--- config.mk ---
export PLATFORM = sky130hd
export DESIGN_NAME = worst_fit_heap_allocator_unit
export DESIGN_NICKNAME = d
export VERILOG_FILES = /design/src/hdl/wfha_pkg.sv /design/src/hdl/wfha_ram.sv /design/src/hdl/wfha_datapath.sv /design/src/hdl/wfha_ctrl.sv /design/src/hdl/worst_fit_heap_allocator_unit.sv
export SDC_FILE = /design/constraint.sdc
export NUM_CORES = 2
export LEC_CHECK = 0
export BUFFER_PORTS_ARGS = -buffer_cell sky130_fd_sc_hd__clkbuf_2
export CAP_MARGIN = 10
export CORE_MARGIN = 4
export CORE_UTILIZATION = 55
export DETAILED_ROUTE_END_ITERATION = 7
export PLACE_DENSITY = 0.79
export SYNTH_ARGS = -nofsm -noshare
export SYNTH_HDL_FRONTEND = slang
export SYNTH_SLANG_ARGS = --single-unit
--- constraint.sdc ---
create_clock -name clk -period 18.4 [get_ports clk]
set_clock_uncertainty 0.15 [all_clocks]
set_input_delay 1.84 -clock clk [delete_from_list [all_inputs] [get_ports clk]]
set_output_delay 1.84 -clock clk [all_outputs]
set_load 0.02 [all_outputs]
--- src/hdl/wfha_pkg.sv ---
// Shared types and constants for the worst-fit heap allocator.
package wfha_pkg;

  localparam int unsigned HEADER_BYTES = 16;

  typedef enum logic [1:0] {
    ST_OK         = 2'd0,
    ST_NO_MEMORY  = 2'd1,
    ST_BAD_FREE   = 2'd2,
    ST_TABLE_FULL = 2'd3
  } status_t;

  typedef enum logic [1:0] {
    RES_NONE,
    RES_BEST,
    RES_APPEND
  } res_sel_t;

  typedef struct packed {
    logic     load;
    logic     scan_rd;
    logic     next_rd;
    logic     wr_best;
    logic     wr_split;
    logic     append;
    logic     wr_merged;
    logic     trim;
    logic     mv_up;
    logic     mv_down;
    logic     mv_step;
    logic     cnt_inc;
    logic     cnt_sub;
    logic     res_set;
    status_t  res_code;
    res_sel_t res_sel;
    logic     post;
  } ctrl_cmd_t;

  typedef struct packed {
    logic is_free;
    logic idx_end;
    logic rd_busy;
    logic found;
    logic hit_used;
    logic split_ok;
    logic has_next;
    logic next_free;
    logic over_limit;
    logic table_full;
    logic mv_done;
    logic trim_case;
    logic k_nz;
    logic out_free;
  } dp_stat_t;

endpackage

--- src/hdl/wfha_ram.sv ---
// Generic single-write, single-read RAM with registered read data.
module wfha_ram #(
  parameter int WIDTH = 8,
  parameter int DEPTH = 16
) (
  input  logic                     clk,
  input  logic                     we,
  input  logic [$clog2(DEPTH)-1:0] waddr,
  input  logic [WIDTH-1:0]         wdata,
  input  logic [$clog2(DEPTH)-1:0] raddr,
  output logic [WIDTH-1:0]         rdata
);

  logic [WIDTH-1:0] mem [DEPTH];

  always_ff @(posedge clk) begin
    if (we) begin
      mem[waddr] <= wdata;
    end
    rdata <= mem[raddr];
  end

endmodule

--- src/hdl/wfha_datapath.sv ---
// Segment table, scan/compare logic, shift engine and result register.
module wfha_datapath
  import wfha_pkg::*;
#(
  parameter int MAX_SEGMENTS = 64,
  parameter int ADDRESS_BITS = 20
) (
  input  logic                    clk,
  input  logic                    rst_n,
  input  ctrl_cmd_t               cmd,
  output dp_stat_t                stat,
  input  logic                    in_req_type,
  input  logic [ADDRESS_BITS-1:0] in_req_size,
  input  logic [ADDRESS_BITS-1:0] in_req_address,
  input  logic                    cfg_wr_en,
  input  logic [ADDRESS_BITS:0]   cfg_wr_data,
  output logic                    out_valid,
  input  logic                    out_stall,
  output logic [ADDRESS_BITS-1:0] out_payload_address,
  output status_t                 out_status
);

  localparam int AW = ADDRESS_BITS;
  localparam int BW = ADDRESS_BITS + 1;
  localparam int EW = AW + BW + 1;
  localparam int IW = $clog2(MAX_SEGMENTS);
  localparam int CW = $clog2(MAX_SEGMENTS + 1);

  typedef enum logic [1:0] {RK_SCAN, RK_NEXT, RK_MOVE} rd_kind_t;

  // Control state
  logic [CW-1:0] count_r, count_nxt;
  logic [BW-1:0] heap_end_r, heap_end_nxt;
  logic [BW-1:0] limit_r;
  logic          out_valid_r;
  logic          rdv_r;
  rd_kind_t      rd_kind_r;
  logic [CW-1:0] idx_r;
  logic          found_r;
  logic [CW-1:0] mv_left_r;
  logic          mv_up_r;

  // Payload registers
  logic          req_type_r;
  logic [AW-1:0] req_size_r, req_addr_r;
  logic [IW-1:0] rd_idx_r;
  logic [IW-1:0] tgt_idx_r;
  logic [AW-1:0] tgt_start_r;
  logic [BW-1:0] tgt_bytes_r;
  logic          tgt_used_r;
  logic [AW-1:0] prev_start_r;
  logic [BW-1:0] prev_bytes_r;
  logic          prev_used_r;
  logic [BW-1:0] nxt_bytes_r;
  logic          nxt_used_r;
  logic [IW-1:0] mv_src_r;
  logic [IW-1:0] mv_wa_r;
  logic [IW-1:0] mv_k_r;
  logic [AW-1:0] res_addr_r, out_addr_r;
  status_t       res_status_r, out_status_r;

  // RAM
  logic          ram_we;
  logic [IW-1:0] ram_waddr, ram_raddr;
  logic [EW-1:0] ram_wdata, ram_rdata;
  logic          rd_issue;
  rd_kind_t      rd_kind;

  logic [AW-1:0] rd_start;
  logic [BW-1:0] rd_bytes;
  logic          rd_used;

  logic [BW-1:0] need, rem, limit_eff;
  logic [BW:0]   append_end;
  logic [CW-1:0] tgt_c, f_idx, l_idx, k_cnt;
  logic          prev_free, next_free, has_next, mv_wr;
  logic [AW-1:0] m_start;
  logic [BW-1:0] m_bytes;

  assign rd_start = ram_rdata[AW-1:0];
  assign rd_bytes = ram_rdata[AW+BW-1:AW];
  assign rd_used  = ram_rdata[EW-1];

  assign need       = {1'b0, req_size_r} + BW'(HEADER_BYTES);
  assign rem        = tgt_bytes_r - need;
  assign limit_eff  = (limit_r < {1'b0, {AW{1'b1}}}) ? limit_r : {1'b0, {AW{1'b1}}};
  assign append_end = {1'b0, heap_end_r} + {1'b0, need};

  assign tgt_c     = CW'(tgt_idx_r);
  assign has_next  = (tgt_c + CW'(1)) < count_r;
  assign next_free = has_next && !nxt_used_r;
  assign prev_free = (tgt_idx_r != '0) && !prev_used_r;
  assign f_idx     = tgt_c - CW'(prev_free);
  assign l_idx     = tgt_c + CW'(next_free);
  assign k_cnt     = CW'(prev_free) + CW'(next_free);
  assign m_start   = prev_free ? prev_start_r : tgt_start_r;
  assign m_bytes   = (prev_free ? prev_bytes_r : '0) + tgt_bytes_r
                   + (next_free ? nxt_bytes_r : '0);

  assign mv_wr = rdv_r && (rd_kind_r == RK_MOVE);

  always_comb begin
    stat.is_free    = req_type_r;
    stat.idx_end    = idx_r == count_r;
    stat.rd_busy    = rdv_r;
    stat.found      = found_r;
    stat.hit_used   = tgt_used_r;
    stat.split_ok   = (rem > BW'(HEADER_BYTES)) && (count_r < CW'(MAX_SEGMENTS));
    stat.has_next   = has_next;
    stat.next_free  = next_free;
    stat.over_limit = append_end > {1'b0, limit_eff};
    stat.table_full = count_r >= CW'(MAX_SEGMENTS);
    stat.mv_done    = (mv_left_r == '0) && !rdv_r;
    stat.trim_case  = (l_idx + CW'(1)) == count_r;
    stat.k_nz       = k_cnt != '0;
    stat.out_free   = !out_valid_r || !out_stall;
  end

  // Read port selection
  always_comb begin
    rd_issue  = 1'b0;
    rd_kind   = RK_SCAN;
    ram_raddr = idx_r[IW-1:0];
    priority if (cmd.scan_rd) begin
      rd_issue = 1'b1;
    end else if (cmd.next_rd) begin
      rd_issue  = 1'b1;
      rd_kind   = RK_NEXT;
      ram_raddr = tgt_idx_r + IW'(1);
    end else if (cmd.mv_step && mv_left_r != '0) begin
      rd_issue  = 1'b1;
      rd_kind   = RK_MOVE;
      ram_raddr = mv_src_r;
    end
  end

  // Write port selection
  always_comb begin
    ram_we    = 1'b1;
    ram_waddr = tgt_idx_r;
    ram_wdata = ram_rdata;
    priority if (mv_wr) begin
      ram_waddr = mv_wa_r;
    end else if (cmd.wr_best) begin
      ram_wdata = {1'b1, (stat.split_ok ? need : tgt_bytes_r), tgt_start_r};
    end else if (cmd.wr_split) begin
      ram_waddr = tgt_idx_r + IW'(1);
      ram_wdata = {1'b0, rem + (next_free ? nxt_bytes_r : '0),
                   tgt_start_r + need[AW-1:0]};
    end else if (cmd.append) begin
      ram_waddr = count_r[IW-1:0];
      ram_wdata = {1'b1, need, heap_end_r[AW-1:0]};
    end else if (cmd.wr_merged) begin
      ram_waddr = f_idx[IW-1:0];
      ram_wdata = {1'b0, m_bytes, m_start};
    end else begin
      ram_we = 1'b0;
    end
  end

  wfha_ram #(
    .WIDTH(EW),
    .DEPTH(MAX_SEGMENTS)
  ) u_table (
    .clk  (clk),
    .we   (ram_we),
    .waddr(ram_waddr),
    .wdata(ram_wdata),
    .raddr(ram_raddr),
    .rdata(ram_rdata)
  );

  always_comb begin
    count_nxt    = count_r;
    heap_end_nxt = heap_end_r;
    priority if (cmd.append) begin
      count_nxt    = count_r + CW'(1);
      heap_end_nxt = append_end[BW-1:0];
    end else if (cmd.trim) begin
      count_nxt    = f_idx;
      heap_end_nxt = {1'b0, m_start};
    end else if (cmd.cnt_inc) begin
      count_nxt = count_r + CW'(1);
    end else if (cmd.cnt_sub) begin
      count_nxt = count_r - k_cnt;
    end
  end

  // Control registers
  always_ff @(posedge clk) begin
    if (!rst_n) begin
      count_r     <= '0;
      heap_end_r  <= '0;
      limit_r     <= BW'(1) << AW;
      out_valid_r <= 1'b0;
      rdv_r       <= 1'b0;
      rd_kind_r   <= RK_SCAN;
      idx_r       <= '0;
      found_r     <= 1'b0;
      mv_left_r   <= '0;
      mv_up_r     <= 1'b0;
    end else begin
      count_r    <= count_nxt;
      heap_end_r <= heap_end_nxt;
      if (cfg_wr_en) begin
        limit_r <= cfg_wr_data;
      end
      if (cmd.post) begin
        out_valid_r <= 1'b1;
      end else if (!out_stall) begin
        out_valid_r <= 1'b0;
      end
      rdv_r     <= rd_issue;
      rd_kind_r <= rd_kind;
      if (cmd.load) begin
        idx_r   <= '0;
        found_r <= 1'b0;
      end else if (cmd.scan_rd) begin
        idx_r <= idx_r + CW'(1);
      end
      if (rdv_r && rd_kind_r == RK_SCAN) begin
        if (!req_type_r) begin
          if (!rd_used && rd_bytes >= need && rd_bytes > tgt_bytes_r) begin
            found_r <= 1'b1;
          end
        end else if (!found_r && ({1'b0, rd_start} + BW'(HEADER_BYTES))
                     == {1'b0, req_addr_r}) begin
          found_r <= 1'b1;
        end
      end
      if (cmd.mv_up) begin
        mv_left_r <= count_r - (tgt_c + CW'(1));
        mv_up_r   <= 1'b1;
      end else if (cmd.mv_down) begin
        mv_left_r <= count_r - (l_idx + CW'(1));
        mv_up_r   <= 1'b0;
      end else if (cmd.mv_step && mv_left_r != '0) begin
        mv_left_r <= mv_left_r - CW'(1);
      end
    end
  end

  // Payload registers
  always_ff @(posedge clk) begin
    if (cmd.load) begin
      req_type_r  <= in_req_type;
      req_size_r  <= in_req_size;
      req_addr_r  <= in_req_address;
      tgt_bytes_r <= '0;
    end
    rd_idx_r <= ram_raddr;
    if (rdv_r && rd_kind_r == RK_SCAN) begin
      if (!req_type_r) begin
        if (!rd_used && rd_bytes >= need && rd_bytes > tgt_bytes_r) begin
          tgt_idx_r   <= rd_idx_r;
          tgt_start_r <= rd_start;
          tgt_bytes_r <= rd_bytes;
          tgt_used_r  <= rd_used;
        end
      end else if (!found_r) begin
        if (({1'b0, rd_start} + BW'(HEADER_BYTES)) == {1'b0, req_addr_r}) begin
          tgt_idx_r   <= rd_idx_r;
          tgt_start_r <= rd_start;
          tgt_bytes_r <= rd_bytes;
          tgt_used_r  <= rd_used;
        end else begin
          prev_start_r <= rd_start;
          prev_bytes_r <= rd_bytes;
          prev_used_r  <= rd_used;
        end
      end
    end
    if (rdv_r && rd_kind_r == RK_NEXT) begin
      nxt_bytes_r <= rd_bytes;
      nxt_used_r  <= rd_used;
    end
    if (cmd.mv_up) begin
      mv_src_r <= count_r[IW-1:0] - IW'(1);
    end else if (cmd.mv_down) begin
      mv_src_r <= l_idx[IW-1:0] + IW'(1);
      mv_k_r   <= k_cnt[IW-1:0];
    end else if (cmd.mv_step && mv_left_r != '0) begin
      mv_src_r <= mv_up_r ? mv_src_r - IW'(1) : mv_src_r + IW'(1);
      mv_wa_r  <= mv_up_r ? mv_src_r + IW'(1) : mv_src_r - mv_k_r;
    end
    if (cmd.res_set) begin
      res_status_r <= cmd.res_code;
      unique case (cmd.res_sel)
        RES_BEST:   res_addr_r <= tgt_start_r + AW'(HEADER_BYTES);
        RES_APPEND: res_addr_r <= heap_end_r[AW-1:0] + AW'(HEADER_BYTES);
        default:    res_addr_r <= '0;
      endcase
    end
    if (cmd.post) begin
      out_addr_r   <= res_addr_r;
      out_status_r <= res_status_r;
    end
  end

  assign out_valid           = out_valid_r;
  assign out_payload_address = out_addr_r;
  assign out_status          = out_status_r;

  a_count_bound: assert property (@(posedge clk) disable iff (!rst_n)
    count_r <= CW'(MAX_SEGMENTS))
    else $error("segment count beyond table depth");

  a_no_write_clash: assert property (@(posedge clk) disable iff (!rst_n)
    mv_wr |-> !(cmd.wr_best || cmd.wr_split || cmd.append || cmd.wr_merged))
    else $error("shift write collides with table update");

  a_empty_heap: assert property (@(posedge clk) disable iff (!rst_n)
    count_r == '0 |-> heap_end_r == '0)
    else $error("empty table with non-zero heap end");

  a_post_source: assert property (@(posedge clk) disable iff (!rst_n)
    $rose(out_valid_r) |-> $past(cmd.post))
    else $error("result raised without post");

endmodule

--- src/hdl/wfha_ctrl.sv ---
// Request sequencer: scan, decide, shift and post the result.
module wfha_ctrl
  import wfha_pkg::*;
(
  input  logic      clk,
  input  logic      rst_n,
  input  logic      in_valid,
  output logic      in_stall,
  input  dp_stat_t  stat,
  output ctrl_cmd_t cmd
);

  typedef enum logic [2:0] {
    S_IDLE, S_SCAN, S_DECIDE, S_NEXT, S_SPLIT, S_FREE_FIN, S_MOVE, S_POST
  } state_t;

  state_t state_r, state_nxt;

  assign in_stall = state_r != S_IDLE;

  always_comb begin
    state_nxt = state_r;
    cmd       = '0;
    cmd.res_code = ST_OK;
    cmd.res_sel  = RES_NONE;
    unique case (state_r)
      S_IDLE: begin
        if (in_valid) begin
          cmd.load  = 1'b1;
          state_nxt = S_SCAN;
        end
      end
      S_SCAN: begin
        cmd.scan_rd = !stat.idx_end;
        if (stat.idx_end && !stat.rd_busy) begin
          state_nxt = S_DECIDE;
        end
      end
      S_DECIDE: begin
        if (!stat.is_free) begin
          if (stat.found) begin
            cmd.wr_best = 1'b1;
            if (!stat.split_ok) begin
              cmd.res_set = 1'b1;
              cmd.res_sel = RES_BEST;
              state_nxt   = S_POST;
            end else if (stat.has_next) begin
              cmd.next_rd = 1'b1;
              state_nxt   = S_NEXT;
            end else begin
              state_nxt = S_SPLIT;
            end
          end else begin
            cmd.res_set = 1'b1;
            state_nxt   = S_POST;
            priority if (stat.over_limit) begin
              cmd.res_code = ST_NO_MEMORY;
            end else if (stat.table_full) begin
              cmd.res_code = ST_TABLE_FULL;
            end else begin
              cmd.append  = 1'b1;
              cmd.res_sel = RES_APPEND;
            end
          end
        end else if (!stat.found || !stat.hit_used) begin
          cmd.res_set  = 1'b1;
          cmd.res_code = ST_BAD_FREE;
          state_nxt    = S_POST;
        end else if (stat.has_next) begin
          cmd.next_rd = 1'b1;
          state_nxt   = S_NEXT;
        end else begin
          state_nxt = S_FREE_FIN;
        end
      end
      S_NEXT: begin
        // neighbour data lands this cycle
        state_nxt = stat.is_free ? S_FREE_FIN : S_SPLIT;
      end
      S_SPLIT: begin
        if (stat.has_next && !stat.next_free) begin
          cmd.mv_up = 1'b1;
          state_nxt = S_MOVE;
        end else begin
          cmd.wr_split = 1'b1;
          cmd.cnt_inc  = !stat.next_free;
          cmd.res_set  = 1'b1;
          cmd.res_sel  = RES_BEST;
          state_nxt    = S_POST;
        end
      end
      S_FREE_FIN: begin
        if (stat.trim_case) begin
          cmd.trim    = 1'b1;
          cmd.res_set = 1'b1;
          state_nxt   = S_POST;
        end else begin
          cmd.wr_merged = 1'b1;
          if (stat.k_nz) begin
            cmd.mv_down = 1'b1;
            state_nxt   = S_MOVE;
          end else begin
            cmd.res_set = 1'b1;
            state_nxt   = S_POST;
          end
        end
      end
      S_MOVE: begin
        cmd.mv_step = 1'b1;
        if (stat.mv_done) begin
          cmd.mv_step = 1'b0;
          cmd.res_set = 1'b1;
          state_nxt   = S_POST;
          if (stat.is_free) begin
            cmd.cnt_sub = 1'b1;
          end else begin
            cmd.wr_split = 1'b1;
            cmd.cnt_inc  = 1'b1;
            cmd.res_sel  = RES_BEST;
          end
        end
      end
      S_POST: begin
        if (stat.out_free) begin
          cmd.post  = 1'b1;
          state_nxt = S_IDLE;
        end
      end
      default: state_nxt = S_IDLE;
    endcase
  end

  always_ff @(posedge clk) begin
    if (!rst_n) begin
      state_r <= S_IDLE;
    end else begin
      state_r <= state_nxt;
    end
  end

endmodule

--- src/hdl/worst_fit_heap_allocator_unit.sv ---
// Worst-fit heap allocator with coalescing: top level.
// Usage:
//   Input channel in_*: one request per handshake (in_valid high, in_stall low).
//   in_req_type 0 allocates in_req_size payload bytes, 1 frees in_req_address.
//   Output channel out_*: one result per request, in request order, carrying
//   the granted payload address (0 when none) and a status code.
//   cfg_wr_en/cfg_wr_data set the heap limit; write only while idle.
// Timing:
//   A request scans every live segment through the table RAM's single read
//   port, one per cycle. A split that must open an entry, or a free that
//   merges away entries, then shifts the entries above it, one per cycle,
//   through the same port; one request is worked on at a time.
//   The result sits in an output register, so the next request is taken
//   while the previous result waits under out_stall; a stalled result holds.
// Reset:
//   Synchronous, active low; clears the segment count, heap end and the
//   output valid, and restores the heap limit. No clearing pass is needed.
module worst_fit_heap_allocator_unit
  import wfha_pkg::*;
#(
  parameter int MAX_SEGMENTS = 64,
  parameter int ADDRESS_BITS = 20
) (
  input  logic                    clk,
  input  logic                    rst_n,
  input  logic                    in_valid,
  output logic                    in_stall,
  input  logic                    in_req_type,
  input  logic [ADDRESS_BITS-1:0] in_req_size,
  input  logic [ADDRESS_BITS-1:0] in_req_address,
  output logic                    out_valid,
  input  logic                    out_stall,
  output logic [ADDRESS_BITS-1:0] out_payload_address,
  output logic [1:0]              out_status,
  input  logic                    cfg_wr_en,
  input  logic [ADDRESS_BITS:0]   cfg_wr_data
);

  ctrl_cmd_t cmd;
  dp_stat_t  stat;
  status_t   status;

  wfha_ctrl u_ctrl (
    .clk     (clk),
    .rst_n   (rst_n),
    .in_valid(in_valid),
    .in_stall(in_stall),
    .stat    (stat),
    .cmd     (cmd)
  );

  wfha_datapath #(
    .MAX_SEGMENTS(MAX_SEGMENTS),
    .ADDRESS_BITS(ADDRESS_BITS)
  ) u_dp (
    .clk                (clk),
    .rst_n              (rst_n),
    .cmd                (cmd),
    .stat               (stat),
    .in_req_type        (in_req_type),
    .in_req_size        (in_req_size),
    .in_req_address     (in_req_address),
    .cfg_wr_en          (cfg_wr_en),
    .cfg_wr_data        (cfg_wr_data),
    .out_valid          (out_valid),
    .out_stall          (out_stall),
    .out_payload_address(out_payload_address),
    .out_status         (status)
  );

  assign out_status = status;

endmodule

==> run summary <==
During placement, the flow inserted port buffers numbering 90. Clock-pin slew was measured on the worst setup and hold paths at 0.06 ns. The slew at the pin with the worst max-slew slack came out at 1.34 ns. Critical path class: reg2reg. The number of nets in the layout is 10300. The die height is 492 um. The run gives 0 as the number of failing hold endpoints at the final stage. Following the worst setup path forward leads to its endpoint at u_dp.u_table.mem[8][16]. STA classifies the critical path startpoint as a flop. Cells fill 61.6% of the core in the end. The most common cell in the synthesized netlist was edfxtp_1. The number of global-route vias before repair is 86900. In this run the critical register-to-register path is launched from u_dp.req_size_r[4]. The share of final-layout standard cells stronger than drive strength 1 is 9.58%. Along the worst path, the maximum fanout reaches 24. The share of synthesized registers carrying an async set or reset works out to 0%. The number of flip-flops and latches in the synthesized netlist works out to 3019. STA classifies the critical path endpoint as a flop. In this run the remaining antenna-violating nets after routing total 0. The path class of the tightest hold or removal check is reg2reg. The routed layout has 91100 vias.

The sum of net half-perimeters after detailed placement was 246000 um. The clock passes through at most 4 buffers. Portion of the clock cycle consumed by the worst path in the final layout: 58.2%. The run gives 55.4% as the initial core utilization.

Setup repair after global routing left no endpoint under its margin. The run finished with clean final reports. The logs give 134000 sq um for the instance area at placement and 0 for the total grt overflow. Counting every net in the synthesized netlist gives 10300. The run gives 0 as the final routed DRC violation total. For the endpoint required time on the critical path, the log shows 18.84 ns.

Sequential elements use 69.2% of the synthesized area. The logs give 16600 for the number of filler instances in the final layout and 6 for the number of iterations in the first detailed-routing pass. The design draws 21.7 mW. In the global route stage, overall resource usage came out at 34.3%. From left edge to right edge, the die measures 492 um.

The cell that appears most often on the critical path is o21ai_0. Entering global routing, the biggest net connects 148 pins. The yosys synthesis warning count is 0, and the number of standard cells in the final layout excluding fillers is 13400.

The tools report the source of the critical timing path as u_dp.req_size_r[4]. The run gives 91 as the I/O pin count. Final worst hold slack: 0.249 ns. The run gives 0 as the number of setup violations in the final report.

The depth of the worst register-to-register path was 30. Summing every instance area after synthesis gives 129000 sq um. The cell with the largest stage delay on the worst path is nor2_4.

The reg-to-reg setup timing slack is 7.69 ns. A synthesized cell averages 12.9 sq um. Sorting the synthesized cells by area gives the leading types as edfxtp_1 67%, nand2_1 6.2%, nand3_1 3.0%. Sorting the synthesized cells by how often they occur yields 2878 x edfxtp_1, 2141 x nand2_1, 780 x nand3_1.

The tools report the number of library cell types mapped by synthesis as 101. The maximum vdd drop was 155 uV. edfxtp_1 takes more of the synthesized area than any other cell. The initialized floorplan defines 177 standard-cell rows. Counting I/O delays and the setup requirement, the final critical path takes 10.71 ns. The first global-routing pass estimated 606000 um of wire. The tools report the setup slack at placement as 7.94 ns. Headroom to the max-slew limit came out at 10.6%.

The run gives 16300 as the DRC violation total after the first TritonRoute iteration. For the final routed database, the setup TNS stands at 0 ns. Wires add up to 428000 um.

The logs give 0 for the post-CTS setup buffer count and 5 for the H-tree depth. The run gives 242000 sq um as the die area. After detailed placement, the design holds a cell count of 12800.

Compared with the post-synthesis result, the final layout area differs by 11.3%. Buffers inserted to repair hold after CTS numbered 0. The clock sink total was 3019; the setup slack of the critical path after layout was 7.69 ns. The number of buffers inserted during clock tree synthesis was 316; the delay of the slowest cell on the worst path was 1.02 ns. The logs give 23 for the number of antenna violations at the first check in global routing and 0.0933 GHz for the highest attainable clock frequency.

The finished cells cover 144000 sq um. Routability-driven placement finished with a final weighted congestion of 0.999. Detailed-route vias per instance: 6.79. Max-cap violations in this run came to 0. For the number of cells upsized or downsized after cts, the log shows 0. Synthesis produced a netlist whose cell count is 9975.

The most used flip-flop cell after synthesis was edfxtp_1. After floorplanning, the core was sized to cover 233000 sq um. The endpoint identified for the worst register-to-register timing path is u_dp.u_table.mem[8][16].

Arrival time at the worst endpoint: 11.15 ns. In this run the clock root is driven by a clkbuf_16. The average detailed-routed wire length per instance works out to 31.9 um.

At the later pin of the worst-skew pair, clock insertion delay measures 0.99 ns. TritonCTS built the clock tree. The number of flops mapped to enable cells by yosys was 2878; the proportion of netlist area held by the largest area contributor was 67.0%. For this design the static power due to leakage is 50.2 nW.

Dividing total power by cell area gives a power density of 151 nW/um^2. Number of pins with negative max-slew slack in the final report: 0.
routing by layer:
| metal | global-route usage [%] | share of wire (%) | wire [um] | vias to the layer above |
|---|---|---|---|---|
| li1 | - | - | - | 37400 |
| met2 | 50.4 | 43 | 184000 | 8237 |
| met4 | 20.4 | 7.3 | 31100 | 16 |
| met1 | 43.5 | 33 | 142000 | 43700 |
| met3 | 13.0 | 16 | 70100 | 1741 |
| met5 | 0 | 0.028 | 119 | - |
placed cells by master (no fill, tap or decap), types with 127 or more instances in the layout:
cell       netlist  routed
mux2i_1        330     330
a21oi_1        302     292
o21ai_0        185     162
nand2_1       2141    2139
edfxtp_1      2878    2878
nand4_1        179     179
a31oi_1        199     193
inv_1          146     143
nand3_1        780     778
nor2_1         396     329
buf_4           28     232
dfxtp_1        141     141
xnor2_1        127     127
clkbuf_16        0     322
ha_1           189     189
critical path, delay by kind of cell, from the launching register on:
kind | cells | cell delay, ns
XOR/XNOR | 2 | 0.83
flip-flops | 1 | 0.53
adder cells (fa/ha/maj) | 3 | 1.05
buffers and inverters | 4 | 1.39
AO/OA/AOI/OAI | 14 | 3.02
AND/OR/NAND/NOR | 6 | 3.02
multiplexers | 1 | 0.31
worst min-delay path by stage:
stage / start / end / slack, ns / cells past startpoint
2_1_floorplan: u_dp.rd_idx_r[0] / u_dp.tgt_idx_r[0] / 0.24 / 0
3_3_place_gp: u_dp.rd_idx_r[0] / u_dp.tgt_idx_r[0] / 0.24 / 0
3_5_place_dp: u_dp.rd_idx_r[0] / u_dp.tgt_idx_r[0] / 0.24 / 0
4_1_cts: u_dp.res_addr_r[0] / u_dp.out_payload_address[0] / 0.25 / 0
5_1_grt: u_dp.res_addr_r[0] / u_dp.out_payload_address[0] / 0.25 / 0
6_report: u_dp.res_addr_r[0] / u_dp.out_payload_address[0] / 0.25 / 0
area by class of cell:
type                    instances  area (sq um)  share of cell area, %
inverters                     154           596                  0.415
clock inverters               145          1150                  0.798
multi-input cells            6206         37700                   26.3
flip-flops and latches       3019         89200                   62.2
repair buffers                332          2390                   1.67
well taps                    3132          3920                   2.73
diodes                         23          57.6                 0.0401
clock buffers                 406          8460                   5.90
state kept, by name, indices dropped and copies added, names as in the netlist, 7 cells and up:
name	count
u_dp.req_size_r	20
u_dp.req_addr_r	20
u_dp.prev_start_r	20
u_dp.tgt_bytes_r	21
u_dp.nxt_bytes_r	21
u_dp.idx_r	7
u_dp.out_payload_address	20
u_dp.res_addr_r	20
u_dp.u_table.rdata	42
u_dp.count_r	7
u_dp.limit_r	21
u_dp.heap_end_r	21
u_dp.mv_left_r	7
u_dp.prev_bytes_r	21
u_dp.tgt_start_r	20
u_dp.u_table.mem	2688
cell families after synthesis:
logic type                 share of synthesized area [%]
AOI/OAI and AO/OA                                   7.71
xor gates and xnor gates                            1.44
and+or+nand+nor                                     13.5
adders and majority gates                           2.34
buffers and inverters                               2.53
other                                            0.00291
DFF                                                 69.2
muxes                                               3.25
report_power, final:
part	total [mW]	internal (mW)	switching (mW)
Combinational	5.88	1.40	4.49
Sequential	9.69	9.37	0.323
Clock	6.09	3.48	2.62
Note: power is estimated with default switching activity, not from simulation.
